### src/sv/rv64ie_pkg.sv
// Package for the RV64IM integer execute unit: opcodes, item types and the
// front-to-back command struct. No dependencies.
`default_nettype none
package rv64ie_pkg;

    localparam logic [6:0] OP_LUI    = 7'h37;
    localparam logic [6:0] OP_AUIPC  = 7'h17;
    localparam logic [6:0] OP_IMM    = 7'h13;
    localparam logic [6:0] OP_IMM32  = 7'h1B;
    localparam logic [6:0] OP_REG    = 7'h33;
    localparam logic [6:0] OP_REG32  = 7'h3B;
    localparam logic [6:0] OP_FENCE  = 7'h0F;
    localparam logic [6:0] F7_MULDIV = 7'h01;

    localparam logic [2:0] F3_ADD  = 3'd0;
    localparam logic [2:0] F3_SLL  = 3'd1;
    localparam logic [2:0] F3_SLT  = 3'd2;
    localparam logic [2:0] F3_SLTU = 3'd3;
    localparam logic [2:0] F3_XOR  = 3'd4;
    localparam logic [2:0] F3_SRL  = 3'd5;
    localparam logic [2:0] F3_OR   = 3'd6;
    localparam logic [2:0] F3_AND  = 3'd7;

    localparam logic [2:0] F3_MUL    = 3'd0;
    localparam logic [2:0] F3_MULH   = 3'd1;
    localparam logic [2:0] F3_MULHSU = 3'd2;
    localparam logic [2:0] F3_MULHU  = 3'd3;
    localparam logic [2:0] F3_DIV    = 3'd4;
    localparam logic [2:0] F3_DIVU   = 3'd5;
    localparam logic [2:0] F3_REM    = 3'd6;
    localparam logic [2:0] F3_REMU   = 3'd7;

    typedef enum logic [2:0] {
        K_ALU    = 3'd0,
        K_MUL    = 3'd1,
        K_DIV    = 3'd2,
        K_FENCE  = 3'd3,
        K_ILLEGAL = 3'd4
    } t_kind;

    typedef struct packed {
        logic [6:0]  op;
        logic [2:0]  funct3;
        logic [6:0]  funct7;
        logic [4:0]  shift_field;
        logic [4:0]  dest_index;
        logic [31:0] instruction_word;
        logic [63:0] src1_value;
        logic [63:0] src2_value;
        logic signed [63:0] immediate;
        logic [63:0] insn_address;
    } t_in_item;

    typedef struct packed {
        logic        write_enable;
        logic [4:0]  write_index;
        logic [63:0] write_value;
        logic        illegal;
        logic [31:0] trap_value;
        logic        retired;
    } t_out_item;

    typedef struct packed {
        t_kind       kind;
        logic        word;
        logic [2:0]  funct3;
        logic        alt;
        logic        pass_b;
        logic [5:0]  shamt;
        logic [4:0]  dest_index;
        logic [31:0] instruction_word;
        logic [63:0] opa;
        logic [63:0] opb;
    } t_cmd;

endpackage
`default_nettype wire

### src/sv/rv64ie_queue.sv
// Two-entry queue between the front end and the back end.
// Depends on rv64ie_pkg.
`default_nettype none
module rv64ie_queue (
    input  wire                      i_clk,
    input  wire                      i_rst_n,
    input  wire                      i_push,
    input  wire rv64ie_pkg::t_cmd    i_data,
    output logic                     o_full,
    input  wire                      i_pop,
    output logic                     o_valid,
    output rv64ie_pkg::t_cmd         o_data
);

    rv64ie_pkg::t_cmd r_mem [2];
    logic             r_wp;
    logic             r_rp;
    logic [1:0]       r_cnt;

    assign o_full  = (r_cnt == 2'd2);
    assign o_valid = (r_cnt != 2'd0);
    assign o_data  = r_mem[r_rp];

    always_ff @(posedge i_clk) begin
        if (i_push) begin
            r_mem[r_wp] <= i_data;
        end
        if (!i_rst_n) begin
            r_wp  <= 1'b0;
            r_rp  <= 1'b0;
            r_cnt <= 2'd0;
        end else begin
            if (i_push) begin
                r_wp <= ~r_wp;
            end
            if (i_pop) begin
                r_rp <= ~r_rp;
            end
            r_cnt <= r_cnt + {1'b0, i_push} - {1'b0, i_pop};
        end
    end

endmodule
`default_nettype wire

### config.mk
export PLATFORM = sky130hd
export DESIGN_NAME = rv64ie_queue
export DESIGN_NICKNAME = d
export VERILOG_FILES = /design/src/sv/rv64ie_pkg.sv /design/src/sv/rv64ie_queue.sv
export SDC_FILE = /design/constraint.sdc
export NUM_CORES = 1
export LEC_CHECK = 0
export BUFFER_PORTS_ARGS = -buffer_cell sky130_fd_sc_hd__clkbuf_2
export CAP_MARGIN = 10
export CORE_ASPECT_RATIO = 1.1
export CORE_MARGIN = 3
export CORE_UTILIZATION = 34
export DETAILED_ROUTE_END_ITERATION = 8
export PLACE_DENSITY = 0.58
export SYNTH_ARGS = -nofsm -noshare
export SYNTH_HDL_FRONTEND = slang
export SYNTH_SLANG_ARGS = --single-unit
export TNS_END_PERCENT = 100
### constraint.sdc
create_clock -name i_clk -period 19.8 [get_ports i_clk]
set_clock_uncertainty 0.05 [all_clocks]
set_input_delay 3.96 -clock i_clk [delete_from_list [all_inputs] [get_ports i_clk]]
set_output_delay 3.96 -clock i_clk [all_outputs]
set_load 0.01 [all_outputs]
Yosys cells after proc, flatten, opt, wreduce, memory -nomap -nowiden
Memory sizes are Yosys's and may differ from the RTL's. A register that Yosys moved wholly into a read port is not among the register bits.
Index checks and enable logic that the tools add are counted.

operators by class
  equal/unequal tests = 1
  reductions and logical operators = 1
  multipliers = 0
  $lt $le $gt $ge = 0
  divide/modulo/power cells = 0
  multiplexer cells = 4
  add/subtract/negate cells = 2
  bitwise logic cells = 2
  shifts and indexed selects = 0

operators with widths
  cell                                        count
  two-way mux 1 bit                           4
  adder 2 x 1 -> 2 bit                        1
  equality test 2 bit, second input constant  1
  NOT 1 bit                                   2
  nonzero test 2 bit                          1
  subtractor 2 x 1 -> 2 bit                   1

storage, ports and cells
  bits in latches = 0
  memory bits (read-only) = 0
  output and inout bits = 182
  register bits = 4
  RAM bits = 360
  word-level logic and storage cells = 14
  memories = 1
  input bits = 184

memory list
  memory  words  bits a word  rd ports  clocked after Yosys merged registers in  wr ports  RTL line            source
  r_mem   2      180          1         1                                        1         rv64ie_queue.sv:15  rv64ie_pkg::t_cmd r_mem [2];

Logic depth before layout (Yosys ltp)
  depth in word-level cells = 3
  mapped depth = 6
  depth with buffers taken out = 6

Worst setup path after synthesis
OpenSTA, ideal clock, no wires.

  kind = input to register
  start point = in i_push
  end point = mem r_mem[0][0] (netlist name) (enable)
  arrival = 11.760 ns
  library setup time = 0.744 ns
  cell stages on the path = 1
  setup slack = 7.246 ns
  cell sequence = nor2b_1

between the ends
  longest elaborated chain between the ends = 2

ends and longest elaborated chain
  item                                     RTL line            source
  from (decl)                              rv64ie_queue.sv:7   input wire i_push,
  two-way mux 1 bit                        rv64ie_queue.sv:25  if (i_push) begin
  two-way mux 1 bit (implied by the code)  rv64ie_queue.sv:26  r_mem[r_wp] <= i_data;
  to (decl)                                rv64ie_queue.sv:15

No other way between the ends.

==> flow_summary_export.csv <==
group,metric,value,unit
detailed_routing,wl_per_cell,17.9,um
synth,synth.avg_cell_area,23.4,um2
power,powerDensity,102,nW/um2
clock_network,clock_latency,510,ps
synth,synth_cells,581,
grt,grt_pass1_wl,40400,um
power,p_leak,6.65,nW
finish,areaGrowthSynthToFinish,25.5,%
detailed_routing,ant_nets,0,
sta,rsz0062_at_grt,"no",
detailed_routing,viasPerCell,4.40,
critical_path,crit_top_cell,"buf_4",
clock_network,path_clk_slew,50,ps
floorplanning,dieArea,42500,um2
critical_path,arrival,3170,ps
critical_path,crit_required,15790,ps
synth,yosysWarnings,0,
sta,layout_setup_ws,12620,ps
outcome,status,"completed",
sta,setup_tns,0,ps
finish,drive_gt1_share,60.7,%
floorplanning,initial_utilization,34.6,%
place,post-place-ws,13060,ps
sta,worstMarginPinSlew,1020,ps
critical_path,path_class,"reg2out",
clock_network,ctsResizeCount,0,
floorplanning,die_h,216,um
power,ir_drop,72.9,uV
synth,syn_nets,767,
sta,max_freq,139,MHz
sta,layout_worst_path_cycle_share,36.3,%
worst_hold_path,hp-class,"reg2reg",
place,dpl_cell_area,16000,um2
floorplanning,placementRows,76,
job,drv_cap,0,
finish,fin_nets,1160,
place,place_hpwl,18400,um
floorplanning,die_w,197,um
critical_path,max_stage_delay,750,ps
detailed_routing,routed_wl,27000,um
synth,synth_seq_cells,365,
clock_network,post_cts_buffers,0,
detailed_routing,drc_errors,0,
finish,fillers,3526,
grt,gr-total-overflow,0,
clock_network,cts-hold-fix-buffers,0,
finish,final_area,17100,um2
finish,multi_input_area,2530,um2
grt,grt_start_max_net_pins,73,
sta,post-route-min-period,7180,ps
finish,register_area,10900,um2
detailed_routing,firstDrtPassIters,4,
clock_network,cts_tree,"done",
clock_network,clock_sinks,365,
grt,grt_util_all_layers,12.2,%
critical_path,end_kind,"primary output",
detailed_routing,vias,6633,
clock_network,cts_made_buffers,38,
critical_path,path_cells,"buf_4 > buf_4 > mux2_2 > clkbuf_2",
detailed_routing,drtIter0Drc,222,
place,gp_congestion,0.760,
sta,slew_headroom,31.8,%
floorplanning,ioPinCount,366,
synth,yosysUniqueCellTypes,14,
sta,slew_violations,0,
floorplanning,coreArea,39400,um2
critical_path,crit_fanout,49,
critical_path,slowest_stage,"buf_4",
place,portBuffers,365,
clock_network,htree_num_levels,2,
clock_network,cts.path.max_buffers,3,
grt,antenna_found_initial,4,
grt,grt_pass1_vias,7039,
synth,synth_area,13600,um2
sta,final-setup-viol-count,0,
critical_path,crit_path_start_kind,"flip-flop",
synth,synth_area_leader_cell,"edfxtp_1",
synth,yosysSeqAreaShare,80.1,%
synth,yosys-top-cells-area,"edfxtp_1 (79%), mux2_4 (11%), mux2_2 (6.6%)",
synth,synth_top_area_share,79.4,%
clock_network,cts-root-buf,"clkbuf_16",
critical_path,worst-path-buf-inv,3,
sta,final_hold_viol_count,0,
critical_path,path_delay_family,"buffers and inverters",
-- flip-flops by register name, indices dropped and copies added (netlist names), named ones only --
register  flops
r_mem       360
r_cnt         2
r_wp          1
r_rp          1
-- stage by stage --
stage | utilization [%] | std cells | hold WS, ps | power (W)
2_1_floorplan | - | 581 | 505 | 0.00104
3_5_place_dp | 40.6 | 1441 | 534 | 0.00112
4_1_cts | 43.4 | 1503 | 553 | 0.00176
6_report | 43.4 | 1506 | 555 | 0.00174
5_1_grt | 43.4 | 1506 | 596 | 0.00181
3_3_place_gp | 40.6 | 1441 | 509 | 0.00111
-- worst reg2reg max path: stages, from the launching register on --
cell and delay (ps):
dfxtp_1 390, and2_4 530, buf_4 820
-- layout by cell type (no fill, tap or decap), drive strengths merged --
cell type	count
clkinv	9
bufinv	1
dfxtp	5
xnor3	1
buf	8
nor2b	4
diode	3
and2	4
xor2	1
edfxtp	360
ha	2
clkbuf	415
o21a	1
inv	4
or2	1
mux2	180
-- final timing paths --
check,from,to,slack [ps],cells past startpoint
worst max register to register,r_wp$_SDFFE_PN0P_,r_mem[1][121]$_DFFE_PP_,17510,2
worst min register to register,r_rp$_SDFFE_PN0P_,flip-flop,550,2
worst min-delay path,r_rp$_SDFFE_PN0P_,flip-flop,550,2
worst max-delay path,flip-flop,o_data[27],12620,4
-- report_power, final --
part           leakage, nW  internal (W)  switching (W)  total, W
sequential            3.42      0.000895      0.0000117  0.000906
clock                0.545      0.000373       0.000268  0.000641
combinational         2.68     0.0000936      0.0000941  0.000188
-- final cells by class --
cell class	instances	area share [%]
Tap cell	507	3.71
Clock inverter	12	0.520
Multi-Input combinational cell	194	14.8
Antenna cell	3	0.0439
Timing Repair Buffer	373	11.0
Inverter	2	0.0439
Clock buffer	50	5.95
Sequential cell	365	63.9
-- cell usage after synthesis --
cell type    n
edfxtp_1   360
mux2_4     100
mux2_2      80
buf_6       12
buf_2        8
dfxtp_1      5
and2_1       4
nor2b_1      4
ha_1         2
inv_1        2
o21a_1       1
or2_2        1
xnor3_1      1
xor2_1       1
-- metal layers --
metal / vias up / part of all wire (%) / track usage, %
met5: - / 0.063 / 0
met4: 2 / 3.1 / 4.97
met3: 52 / 8.3 / 4.50
met2: 240 / 49 / 20.3
met1: 3236 / 40 / 14.5
li1: 3103 / - / -
-- cell families after synthesis --
family	after synthesis	share of synthesized area (%)
XOR/XNOR	2	0.230
buffers and inverters	22	1.34
flip-flops	365	80.1
adder cells (fa/ha/maj)	2	0.184
AND/OR/NAND/NOR	9	0.413
multiplexers	180	17.6
AO/OA/AOI/OAI	1	0.0552
Power figures use the tool's default switching activity.
