## src/sv/rv64ie_pkg.sv

```systemverilog
// Package for the RV64IM integer execute unit: opcodes, item types and the
// front-to-back command struct. No dependencies.
`default_nettype none
package rv64ie_pkg;

    localparam logic [6:0] OP_LUI    = 7'h37;
    localparam logic [6:0] OP_AUIPC  = 7'h17;
    localparam logic [6:0] OP_IMM    = 7'h13;
    localparam logic [6:0] OP_IMM32  = 7'h1B;
    localparam logic [6:0] OP_REG    = 7'h33;
    localparam logic [6:0] OP_REG32  = 7'h3B;
    localparam logic [6:0] OP_FENCE  = 7'h0F;
    localparam logic [6:0] F7_MULDIV = 7'h01;

    localparam logic [2:0] F3_ADD  = 3'd0;
    localparam logic [2:0] F3_SLL  = 3'd1;
    localparam logic [2:0] F3_SLT  = 3'd2;
    localparam logic [2:0] F3_SLTU = 3'd3;
    localparam logic [2:0] F3_XOR  = 3'd4;
    localparam logic [2:0] F3_SRL  = 3'd5;
    localparam logic [2:0] F3_OR   = 3'd6;
    localparam logic [2:0] F3_AND  = 3'd7;

    localparam logic [2:0] F3_MUL    = 3'd0;
    localparam logic [2:0] F3_MULH   = 3'd1;
    localparam logic [2:0] F3_MULHSU = 3'd2;
    localparam logic [2:0] F3_MULHU  = 3'd3;
    localparam logic [2:0] F3_DIV    = 3'd4;
    localparam logic [2:0] F3_DIVU   = 3'd5;
    localparam logic [2:0] F3_REM    = 3'd6;
    localparam logic [2:0] F3_REMU   = 3'd7;

    typedef enum logic [2:0] {
        K_ALU    = 3'd0,
        K_MUL    = 3'd1,
        K_DIV    = 3'd2,
        K_FENCE  = 3'd3,
        K_ILLEGAL = 3'd4
    } t_kind;

    typedef struct packed {
        logic [6:0]  op;
        logic [2:0]  funct3;
        logic [6:0]  funct7;
        logic [4:0]  shift_field;
        logic [4:0]  dest_index;
        logic [31:0] instruction_word;
        logic [63:0] src1_value;
        logic [63:0] src2_value;
        logic signed [63:0] immediate;
        logic [63:0] insn_address;
    } t_in_item;

    typedef struct packed {
        logic        write_enable;
        logic [4:0]  write_index;
        logic [63:0] write_value;
        logic        illegal;
        logic [31:0] trap_value;
        logic        retired;
    } t_out_item;

    typedef struct packed {
        t_kind       kind;
        logic        word;
        logic [2:0]  funct3;
        logic        alt;
        logic        pass_b;
        logic [5:0]  shamt;
        logic [4:0]  dest_index;
        logic [31:0] instruction_word;
        logic [63:0] opa;
        logic [63:0] opb;
    } t_cmd;

endpackage
`default_nettype wire

```

## src/sv/rv64ie_front.sv

```systemverilog
// Front end: accepts items, classifies them and selects operands.
// Depends on rv64ie_pkg.
`default_nettype none
module rv64ie_front (
    input  wire rv64ie_pkg::t_in_item i_item,
    output rv64ie_pkg::t_cmd          o_cmd
);

    logic        w_m;
    logic        w_alt;
    logic [2:0]  w_f3;

    always_comb begin
        w_m   = (i_item.funct7 == rv64ie_pkg::F7_MULDIV);
        w_alt = i_item.funct7[5];
        w_f3  = i_item.funct3;
        o_cmd = '0;
        o_cmd.kind             = rv64ie_pkg::K_ALU;
        o_cmd.funct3           = w_f3;
        o_cmd.alt              = w_alt;
        o_cmd.dest_index       = i_item.dest_index;
        o_cmd.instruction_word = i_item.instruction_word;
        o_cmd.opa              = i_item.src1_value;
        o_cmd.opb              = i_item.src2_value;
        o_cmd.shamt            = i_item.src2_value[5:0];
        case (i_item.op)
            rv64ie_pkg::OP_LUI: begin
                o_cmd.funct3 = rv64ie_pkg::F3_ADD;
                o_cmd.alt    = 1'b0;
                o_cmd.pass_b = 1'b1;
                o_cmd.opb    = i_item.immediate;
            end
            rv64ie_pkg::OP_AUIPC: begin
                o_cmd.funct3 = rv64ie_pkg::F3_ADD;
                o_cmd.alt    = 1'b0;
                o_cmd.opa    = i_item.insn_address;
                o_cmd.opb    = i_item.immediate;
            end
            rv64ie_pkg::OP_IMM: begin
                o_cmd.opb   = i_item.immediate;
                o_cmd.shamt = {i_item.funct7[0], i_item.shift_field};
                o_cmd.alt   = w_alt && (w_f3 == rv64ie_pkg::F3_SRL);
            end
            rv64ie_pkg::OP_IMM32: begin
                o_cmd.word  = 1'b1;
                o_cmd.opb   = i_item.immediate;
                o_cmd.shamt = {1'b0, i_item.shift_field};
                o_cmd.alt   = w_alt && (w_f3 == rv64ie_pkg::F3_SRL);
                if (w_f3 != rv64ie_pkg::F3_ADD && w_f3 != rv64ie_pkg::F3_SLL &&
                        w_f3 != rv64ie_pkg::F3_SRL) begin
                    o_cmd.kind = rv64ie_pkg::K_ILLEGAL;
                end
            end
            rv64ie_pkg::OP_REG: begin
                if (w_m) begin
                    o_cmd.kind = w_f3[2] ? rv64ie_pkg::K_DIV : rv64ie_pkg::K_MUL;
                end
            end
            rv64ie_pkg::OP_REG32: begin
                o_cmd.word  = 1'b1;
                o_cmd.shamt = {1'b0, i_item.src2_value[4:0]};
                if (w_m) begin
                    if (w_f3[2]) begin
                        o_cmd.kind = rv64ie_pkg::K_DIV;
                    end else if (w_f3 == rv64ie_pkg::F3_MUL) begin
                        o_cmd.kind = rv64ie_pkg::K_MUL;
                    end else begin
                        o_cmd.kind = rv64ie_pkg::K_ILLEGAL;
                    end
                end else if (w_f3 != rv64ie_pkg::F3_ADD && w_f3 != rv64ie_pkg::F3_SLL &&
                        w_f3 != rv64ie_pkg::F3_SRL) begin
                    o_cmd.kind = rv64ie_pkg::K_ILLEGAL;
                end
            end
            rv64ie_pkg::OP_FENCE: begin
                o_cmd.kind = rv64ie_pkg::K_FENCE;
            end
            default: begin
                o_cmd.kind = rv64ie_pkg::K_ILLEGAL;
            end
        endcase
    end

endmodule
`default_nettype wire

```

## config.mk

```make
export PLATFORM = sky130hd
export DESIGN_NAME = rv64ie_front
export DESIGN_NICKNAME = d
export VERILOG_FILES = /design/src/sv/rv64ie_pkg.sv /design/src/sv/rv64ie_front.sv
export SDC_FILE = /design/constraint.sdc
export NUM_CORES = 1
export LEC_CHECK = 0
export ABC_AREA = 1
export BUFFER_PORTS_ARGS = -buffer_cell sky130_fd_sc_hd__buf_2
export CORE_AREA = 2 2 192 194
export DETAILED_ROUTE_END_ITERATION = 16
export DIE_AREA = 0 0 194 196
export GPL_TIMING_DRIVEN = 0
export SLEW_MARGIN = 20
export SYNTH_ARGS = -nofsm -noshare
export SYNTH_HDL_FRONTEND = slang
export SYNTH_SLANG_ARGS = --single-unit
```

## constraint.sdc

```tcl
create_clock -name vclk -period 2
set_input_delay 0.2 -clock vclk [all_inputs]
set_output_delay 0.2 -clock vclk [all_outputs]
set_load 0.01 [all_outputs]
```

* Word level (Yosys, flattened, before mapping)
Cells that the tools add are included.
** Storage, ports and cells
- Output and inout bits :: 180
- Word-level logic and storage cells :: 35
- Input bits :: 315
- Register bits :: 0
** Cells by class
- Equality and inequality tests :: 11
- Reductions and logical operators :: 10
- Multiplexer cells :: 14
** Operators by type and width (number)
- 64-bit 2-to-1 mux :: 2
- 7-bit by 5-bit equality test with 1-bit output (second input constant) :: 3
- 7-bit by 6-bit equality test with 1-bit output (second input constant) :: 3
- 6-bit one-hot mux with 3 select lines :: 1
- 3-bit 2-to-1 mux :: 5
- 3-bit one-hot mux with 5 select lines :: 1
- 7-bit by 1-bit equality test with 1-bit output (second input constant) :: 1
- 7-bit by 4-bit equality test with 1-bit output (second input constant) :: 1
- 2-bit OR reduction :: 3
- 2-bit 2-to-1 mux :: 2
- 4-bit OR reduction :: 1
- 3-bit equality test (second input constant) :: 1
- 1-bit logical AND :: 3
- 3-bit logical NOT :: 1
- 3-bit by 1-bit inequality test with 1-bit output (second input constant) :: 1
- 3-bit inequality test (second input constant) :: 1
- 3-bit nonzero test :: 1
- 3-bit OR reduction :: 1
- 1-bit 2-to-1 mux :: 2
- 1-bit one-hot mux with 2 select lines :: 1

* Longest topological paths before layout
- Depth in word-level cells :: 6
- Gate-level depth with buffers :: 10
- Depth with buffers taken out :: 9

* Least setup slack after synthesis
No wires, ideal clock.
- Kind :: input -> output
- Start :: in i_item[308] (netlist name)
- End :: out o_cmd[172] (netlist name)
- Stages :: 9
- Path buffers :: 2
- Arrival time :: 1.101 ns
- Slack :: 0.699 ns
- Required time :: 1.800 ns
- Cells stage by stage :: nand2_2 -> inv_1 -> nand2_1 -> inv_2 -> nand2_2 -> nand3_2 -> buf_6 -> buf_6 -> o21ai_1
** RTL lines
- from (decl) :: line rv64ie_front.sv:5 : input wire rv64ie_pkg::t_in_item i_item,
- to (decl) :: line rv64ie_front.sv:6 : output rv64ie_pkg::t_cmd o_cmd

==> impl_metrics.ini <==
[timing]
tightest_hold_margin_ps = 584
setup_viol = 0
final.min_clock_period_ps = 1860
final_min_period_over_clock_period_pct = 92.8
final-max-slew-violation-count = 0
rsz0062_at_grt = false
slew-limit-headroom_pct = 62.8
timing.final.hold_violations = 0
clock.fmax_ghz = 0.539
worst-slew-pin-transition_ps = 558

[setup_path]
critical_path_launch_point_type = input port
crit_fanout = 10
setup.worst_path.class = in2out
end_kind = output pin
critPathRequiredTime_ps = 1800
worst-endpoint-arrival_ps = 1660

[grt]
first_pass_grt_wire_length_mm = 31.8
vias_in_the_first_global_route = 5116
globalRouteTotalUtil_pct = 11.3
antenna_found_initial = 13
grt_overflow_total = 0
grt_max_degree = 11

[detailed_routing]
routed_via_density = 3.48
ant_nets = 0
detail_route.first_pass.iterations = 5
remaining_drc_errors = 0
drt_iter0_drcs = 166
wire_length_reported_by_the_detailed_router_mm = 23.1
num_vias = 5134
routedWlPerCell_um = 15.6

[yosys]
synth_area_um2 = 2730
synth_cells = 546
count_of_cell_types_in_the_netlist = 19
mappedNetlistNets = 861
yosys_warnings = 0
syn-mean-instance-area_um2 = 4.99
synth_seq_area_share_pct = 0

[die]
die-area_um2 = 38000
io_pins = 495
fp.dieW_um = 194
placeable_core_region_um2 = 36100
die_height_um = 196
rows = 70
initial_core_utilization_pct = 7.56

[final_layout]
nets = 1323
clock_buffer_count = 0
sequential_area_um2 = 0
layout-drive-gt1-share_pct = 59.4
fin_util_pct = 15.6
final_area_um2 = 5630
synthToLayoutAreaGrowth_pct = 107
sequential_cell_count = 0

[power]
p_sw_share_pct = 52.7
p_per_area_nw_per_um2 = 184
ir_worst_vdd_mv = 0.0905
part_of_the_power_in_registers_pct = 0
switching_power_summed_over_all_nets_w = 0.000546
share_comb_of_total_power_pct = 100.0
p_int_w = 0.000490
proportion_of_power_drawn_by_the_clock_network_pct = 0
power.static_leakage_nw = 3.51

[placed_design]
dpl_cell_area_um2 = 5600
gpl.final_weighted_congestion = 0.894
hpwl_mm = 21.4
place.port_buffers = 458

[cts]
cts.hold.buffers_added = 0

[min_path]
worst_hold_path_type = in2out

[run_status]
run_status = complete, no violations

[flow_run]
count_of_max_cap_constraint_violations = 0
through the flow:
stage	std cells	setup slack, ps	power, W	TNS, ps
final	1476	144	0.00104	0
after global routing	1474	10.9	0.00113	0
after CTS	1474	1.25	0.00105	0
after detailed placement	1472	-174	0.00105	-1200
after global placement	1472	-198	0.00104	-1940
after floorplan	546	699	0.000424	0
routing by layer:
metal | up-vias | track usage (%) | wire length (um)
li1 | 2557 | - | -
met1 | 2182 | 12.5 | 8680
met2 | 341 | 21.1 | 11400
met3 | 36 | 3.80 | 2410
met4 | 18 | 1.77 | 437
met5 | - | 0 | 131
kinds of logic (layout without fill, tap and decap cells):
| kind of cell | count (synthesis) | count (layout) | synth area share, % |
|---|---|---|---|
| buf+inv | 159 | 619 | 31.3 |
| simple gates | 315 | 315 | 48.6 |
| other cells | 0 | 2 | 0 |
| compound gates | 72 | 72 | 20.1 |
worst max-delay path, stage by stage:
cell                      delay (ps)
sky130_fd_sc_hd__buf_2           120
sky130_fd_sc_hd__inv_2            60
sky130_fd_sc_hd__nand2_2          60
sky130_fd_sc_hd__nor2_4          120
sky130_fd_sc_hd__buf_4           140
sky130_fd_sc_hd__buf_2           260
sky130_fd_sc_hd__buf_2           290
sky130_fd_sc_hd__nand3_1         110
sky130_fd_sc_hd__nand2_1          90
sky130_fd_sc_hd__buf_2           180
repair_timing:
action	in CTS	in global routing
pin swaps	1	0
setup endpoints to repair	28	6
gates resized for setup	3	6
endpoints found under the hold margin	0	0
setup buffers	2	0
cell usage after synthesis:
cell                         n  area (um2)
sky130_fd_sc_hd__nand2_2    13        81.3
sky130_fd_sc_hd__o21ai_1    11        55.1
sky130_fd_sc_hd__nand2_1   210         788
sky130_fd_sc_hd__buf_6      12         135
sky130_fd_sc_hd__inv_2       3        11.3
sky130_fd_sc_hd__a21oi_1     1        5.00
sky130_fd_sc_hd__buf_8       1        15.0
sky130_fd_sc_hd__clkbuf_1    6        22.5
sky130_fd_sc_hd__nor2_1     14        52.6
sky130_fd_sc_hd__buf_4      37         278
sky130_fd_sc_hd__o21ai_2    50         438
sky130_fd_sc_hd__nor3_1      3        15.0
sky130_fd_sc_hd__o21ai_0    10        50.1
sky130_fd_sc_hd__nor2_4      1        11.3
sky130_fd_sc_hd__buf_2      14        70.1
sky130_fd_sc_hd__nand3_2     1        10.0
sky130_fd_sc_hd__inv_1      84         315
sky130_fd_sc_hd__buf_1       2        7.51
sky130_fd_sc_hd__nand3_1    73         365
path summary, 6_finish.rpt:
path | start | endpoint | slack (ps) | depth (start not counted)
hold / removal | i_item[273] | o_cmd[145] | 580 | 2
setup / recovery | i_item[314] | o_cmd[92] | 140 | 10
area by class of cell:
type	count	area (um2)
fillers	4255	30500
repair buffers	460	2310
multi-input cells	387	1880
well taps	468	586
plain buffers	72	533
inverters	87	327
diodes	2	5.00
cells in the final DEF (no fill, tap or decap), drive strengths merged:
master    n
nand3    74
buf     526
clkbuf    6
diode     2
nor3      3
o21ai    71
a21oi     1
nor2     15
inv      87
nand2   223
power by group through the flow:
stage / logic, W / clock network, W / registers [W]
final: 0.00104 / 0.000000000134 / 0
after global routing: 0.00113 / 0 / 0
after CTS: 0.00105 / 0 / 0
after detailed placement: 0.00105 / 0 / 0
after global placement: 0.00104 / 0 / 0
after floorplan: 0.000424 / 0 / 0
Power figures use the tool's default switching activity.
